===== config.mk =====
export PLATFORM = sky130hd
export DESIGN_NAME = sit_ram
export DESIGN_NICKNAME = d
export VERILOG_FILES = /design/src/rtl/sit_ram.sv
export SDC_FILE = /design/constraint.sdc
export NUM_CORES = 1
export LEC_CHECK = 0
export BUFFER_PORTS_ARGS = -buffer_cell sky130_fd_sc_hd__buf_2
export CAP_MARGIN = 20
export CORE_MARGIN = 8
export CORE_UTILIZATION = 46
export DETAILED_ROUTE_END_ITERATION = 7
export SLEW_MARGIN = 20
export SYNTH_ARGS = -nofsm -noshare
export SYNTH_HDL_FRONTEND = slang
export SYNTH_SLANG_ARGS = --single-unit

===== constraint.sdc =====
create_clock -name clk_i -period 4.75 [get_ports clk_i]
set_input_delay 0.7125 -clock clk_i [delete_from_list [all_inputs] [get_ports clk_i]]
set_output_delay 0.7125 -clock clk_i [all_outputs]
set_load 0.02 [all_outputs]

===== src/rtl/sit_ram.sv =====
`timescale 1ns / 1ps
module sit_ram #(
  parameter int unsigned Width = 8,
  parameter int unsigned Depth = 16
) (
  input  logic                     clk_i,
  input  logic                     we_i,
  input  logic [$clog2(Depth)-1:0] waddr_i,
  input  logic [Width-1:0]         wdata_i,
  input  logic [$clog2(Depth)-1:0] raddr_i,
  output logic [Width-1:0]         rdata_o
);
  logic [Width-1:0] mem_q [Depth];
  logic [Width-1:0] rdata_q;

  always_ff @(posedge clk_i) begin
    if (we_i) begin
      mem_q[waddr_i] <= wdata_i;
    end
    rdata_q <= mem_q[raddr_i];
  end

  assign rdata_o = rdata_q;
endmodule


==> impl_metrics.yaml <==
setup_path:
  cp-start-kind: "primary input"
  crit_path_end_kind: "flop"
  critical_path_required_ns: 5.14
  cp_max_fo: 32
  crit_buf_inv: 1
  path_cells: "buf_4 -> mux4_1 -> a22oi_1 -> nand2_1"
  arrival_ns: 2.29
  max_stage_delay_ns: 0.64
  crit_slowest_cell: "mux4_1"
  rr_endpoint: "rdata_o[0]$_DFF_P_"
  worst-setup-path-type: "primary input to flop"
  timing.rr.start: "mem_q[0][0]$_DFFE_PP_"
  reg2reg_setup_slack_ns: 3.30
  rr_worst_depth: 3
  cp_top_family: "multiplexers"
placed_design:
  placed_cells: 387
  dp_hpwl_um: 6100
  portBuffers: 25
  place_ws_ns: 1.96
  gp_congestion: 0.724
timing:
  hold_slack_ns: 0.582
  relSlewSlack_pct: 36.1
  rsz0062_at_grt: "false"
  max_freq_ghz: 0.527
  drv_slew: 0
  period_minus_slack_ns: 1.90
  setup_viol: 0
  period_share_pct: 40.0
  finalSetupTns_ns: 0
  final.setup.worst_slack_ns: 2.85
  hold_viol_final: 0
  worstMarginPinSlew_ns: 0.955
  clock_skew_ns: 0.00405
drt:
  routedWlPerCell_um: 23.6
  antenna_left: 0
  dr.pass1.iters: 5
  dr_total_vias: 2354
  vias_per_cell: 5.62
  routed_wl_um: 9890
  drtIter0Drc: 189
  drc_errors: 0
hold_path:
  min_to: "mem_q[11][7]$_DFFE_PP_"
  worstHoldStart: "wdata_i[7]"
  hold_depth: 1
  hp-class: "primary input to flop"
floorplan:
  rows: 38
  start_util_pct: 47.3
  die_x_um: 122
  die_y_um: 122
  ioPinCount: 26
  coreArea_mm2: 0.0109
  die_area_mm2: 0.0148
final_layout:
  drive_gt1_share_pct: 27.2
  fin_nets: 284
  n_antenna_cell: 0
  area_delta_synth_final_pct: 16.2
  nFillCells: 822
  instances_no_fill: 419
clock_network:
  ctsHoldBuffers: 0
  ctsResizeCount: 0
  clock_sinks: 136
  clock_latency_ns: 0.51
  cts_tree: "built"
  cts_setup_buffers: 0
  ctsLongestPathBuffers: 2
  cts_buffers: 17
  clk_pin_slew_worst_paths_ns: 0.06
  cts_root_buffer: "clkbuf_8"
  cts-htree-levels: 4
run:
  drv_cap: 0
global_routing:
  grt_pass1_wl_um: 14600
  grt_use_total_pct: 14.0
  antenna_found_initial: 0
  gr-total-overflow: 0
  grt_pass1_vias: 2384
  grt_max_degree: 33
power_and_ir_drop:
  p_sw_share_pct: 19.5
  p_switching_mw: 0.538
  ir_worst_vdd_mv: 0.192
  leakagePower_nw: 2.00
  p_int_mw: 2.23
  clkPwrFrac_pct: 46.6
  pwr-share-seq_pct: 48.8
  powerDensity_mw_per_mm2: 462
  share_comb_of_total_power_pct: 4.5
logic_synthesis:
  syn_nets: 247
  ys_seq_elements: 136
  ys_seq_area_share_pct: 77.8
  postSynthCellCount: 229
  synthDistinctLibCells: 19
  synth_area_mm2: 0.00515
  yosysWarningCount: 0
  syn_area_per_cell_um2: 22.5
outcome:
  status: "finished, final reports clean"
cell usage after synthesis, drive strengths merged:
cell type	number	area share [%]
nor3	4	0.39
mux4	32	15
or3b	1	0.17
a22oi	16	2.3
nor2	13	0.95
clkdlybuf4s25	3	0.58
and2	1	0.12
nand3	1	0.097
and2b	1	0.15
edfxtp	128	75
nand2b	2	0.24
nand3b	2	0.29
nor2b	1	0.12
nand2	9	0.66
buf	7	1.1
dfxtp	8	3.1
stage by stage:
stage / instance area [um2] / util, % / total power, mW
CTS: 5980 / 54.9 / 2.78
finish: 5980 / 54.9 / 2.76
global placement: 5380 / 49.4 / 1.50
detailed placement: 5390 / 49.5 / 1.50
global route: 5980 / 54.9 / 2.84
floorplan: 5150 / - / 1.45
layout make-up:
type / instances / area [um2] / share of cell area, %
clock buffer: 23 / 467 / 7.80
timing repair buffer: 28 / 150 / 2.51
multi-input combinational: 83 / 1060 / 17.8
tap: 140 / 175 / 2.93
sequential: 136 / 4000 / 67.0
clock inverter: 9 / 121 / 2.03
metal layers:
metal | share of wire (%) | track usage (%)
met1 | 44 | 18.7
met2 | 49 | 20.9
met3 | 6.2 | 3.89
met4 | 1.4 | 6.48
met5 | 0 | 0
cell families (layout without fill, tap and decap cells):
logic type | Yosys count | after routing | share of synthesized area [%]
buf+inv | 10 | 60 | 1.68
simple gates | 35 | 35 | 3.18
flops | 136 | 136 | 77.8
compound gates | 16 | 16 | 2.33
mux | 32 | 32 | 15.0
layout by cell type, fill, tap and decap left out, types with 2 or more instances in the layout:
cell / netlist / layout
dfxtp_1: 8 / 8
nand2_1: 9 / 9
clkbuf_1: 0 / 3
clkinv_2: 0 / 4
clkbuf_8: 0 / 4
bufinv_16: 0 / 3
nor2_1: 13 / 13
nand3b_1: 2 / 2
nand2b_1: 2 / 2
clkbuf_16: 0 / 16
a22oi_1: 16 / 16
mux4_2: 18 / 18
edfxtp_1: 128 / 128
mux4_1: 14 / 14
buf_2: 3 / 24
nor3_1: 4 / 3
buf_4: 1 / 4
state kept, by name, summed over array words and instances (netlist names):
name / flops
mem_q: 128
rdata_o: 8
worst max path at each step:
stage                     slack, ns                     to        from  cells after the start
final                          2.85     rdata_o[0]$_DFF_P_  raddr_i[0]                      4
after global routing           2.80  mem_q[3][7]$_DFFE_PP_  waddr_i[2]                      3
after CTS                      2.49     rdata_o[0]$_DFF_P_  raddr_i[0]                      4
after detailed placement       1.96     rdata_o[2]$_DFF_P_  raddr_i[0]                      4
after global placement         1.88  mem_q[0][3]$_DFFE_PP_  waddr_i[2]                      3
after floorplan                2.54  mem_q[0][0]$_DFFE_PP_  waddr_i[2]                      2
power groups by stage:
stage	registers, mW	logic [mW]	clock network, mW
floorplan	1.38	0.0681	0
global placement	1.37	0.126	0
detailed placement	1.38	0.128	0
CTS	1.35	0.129	1.30
global route	1.35	0.135	1.35
finish	1.35	0.126	1.29
Note: power is estimated with default switching activity, not from simulation.
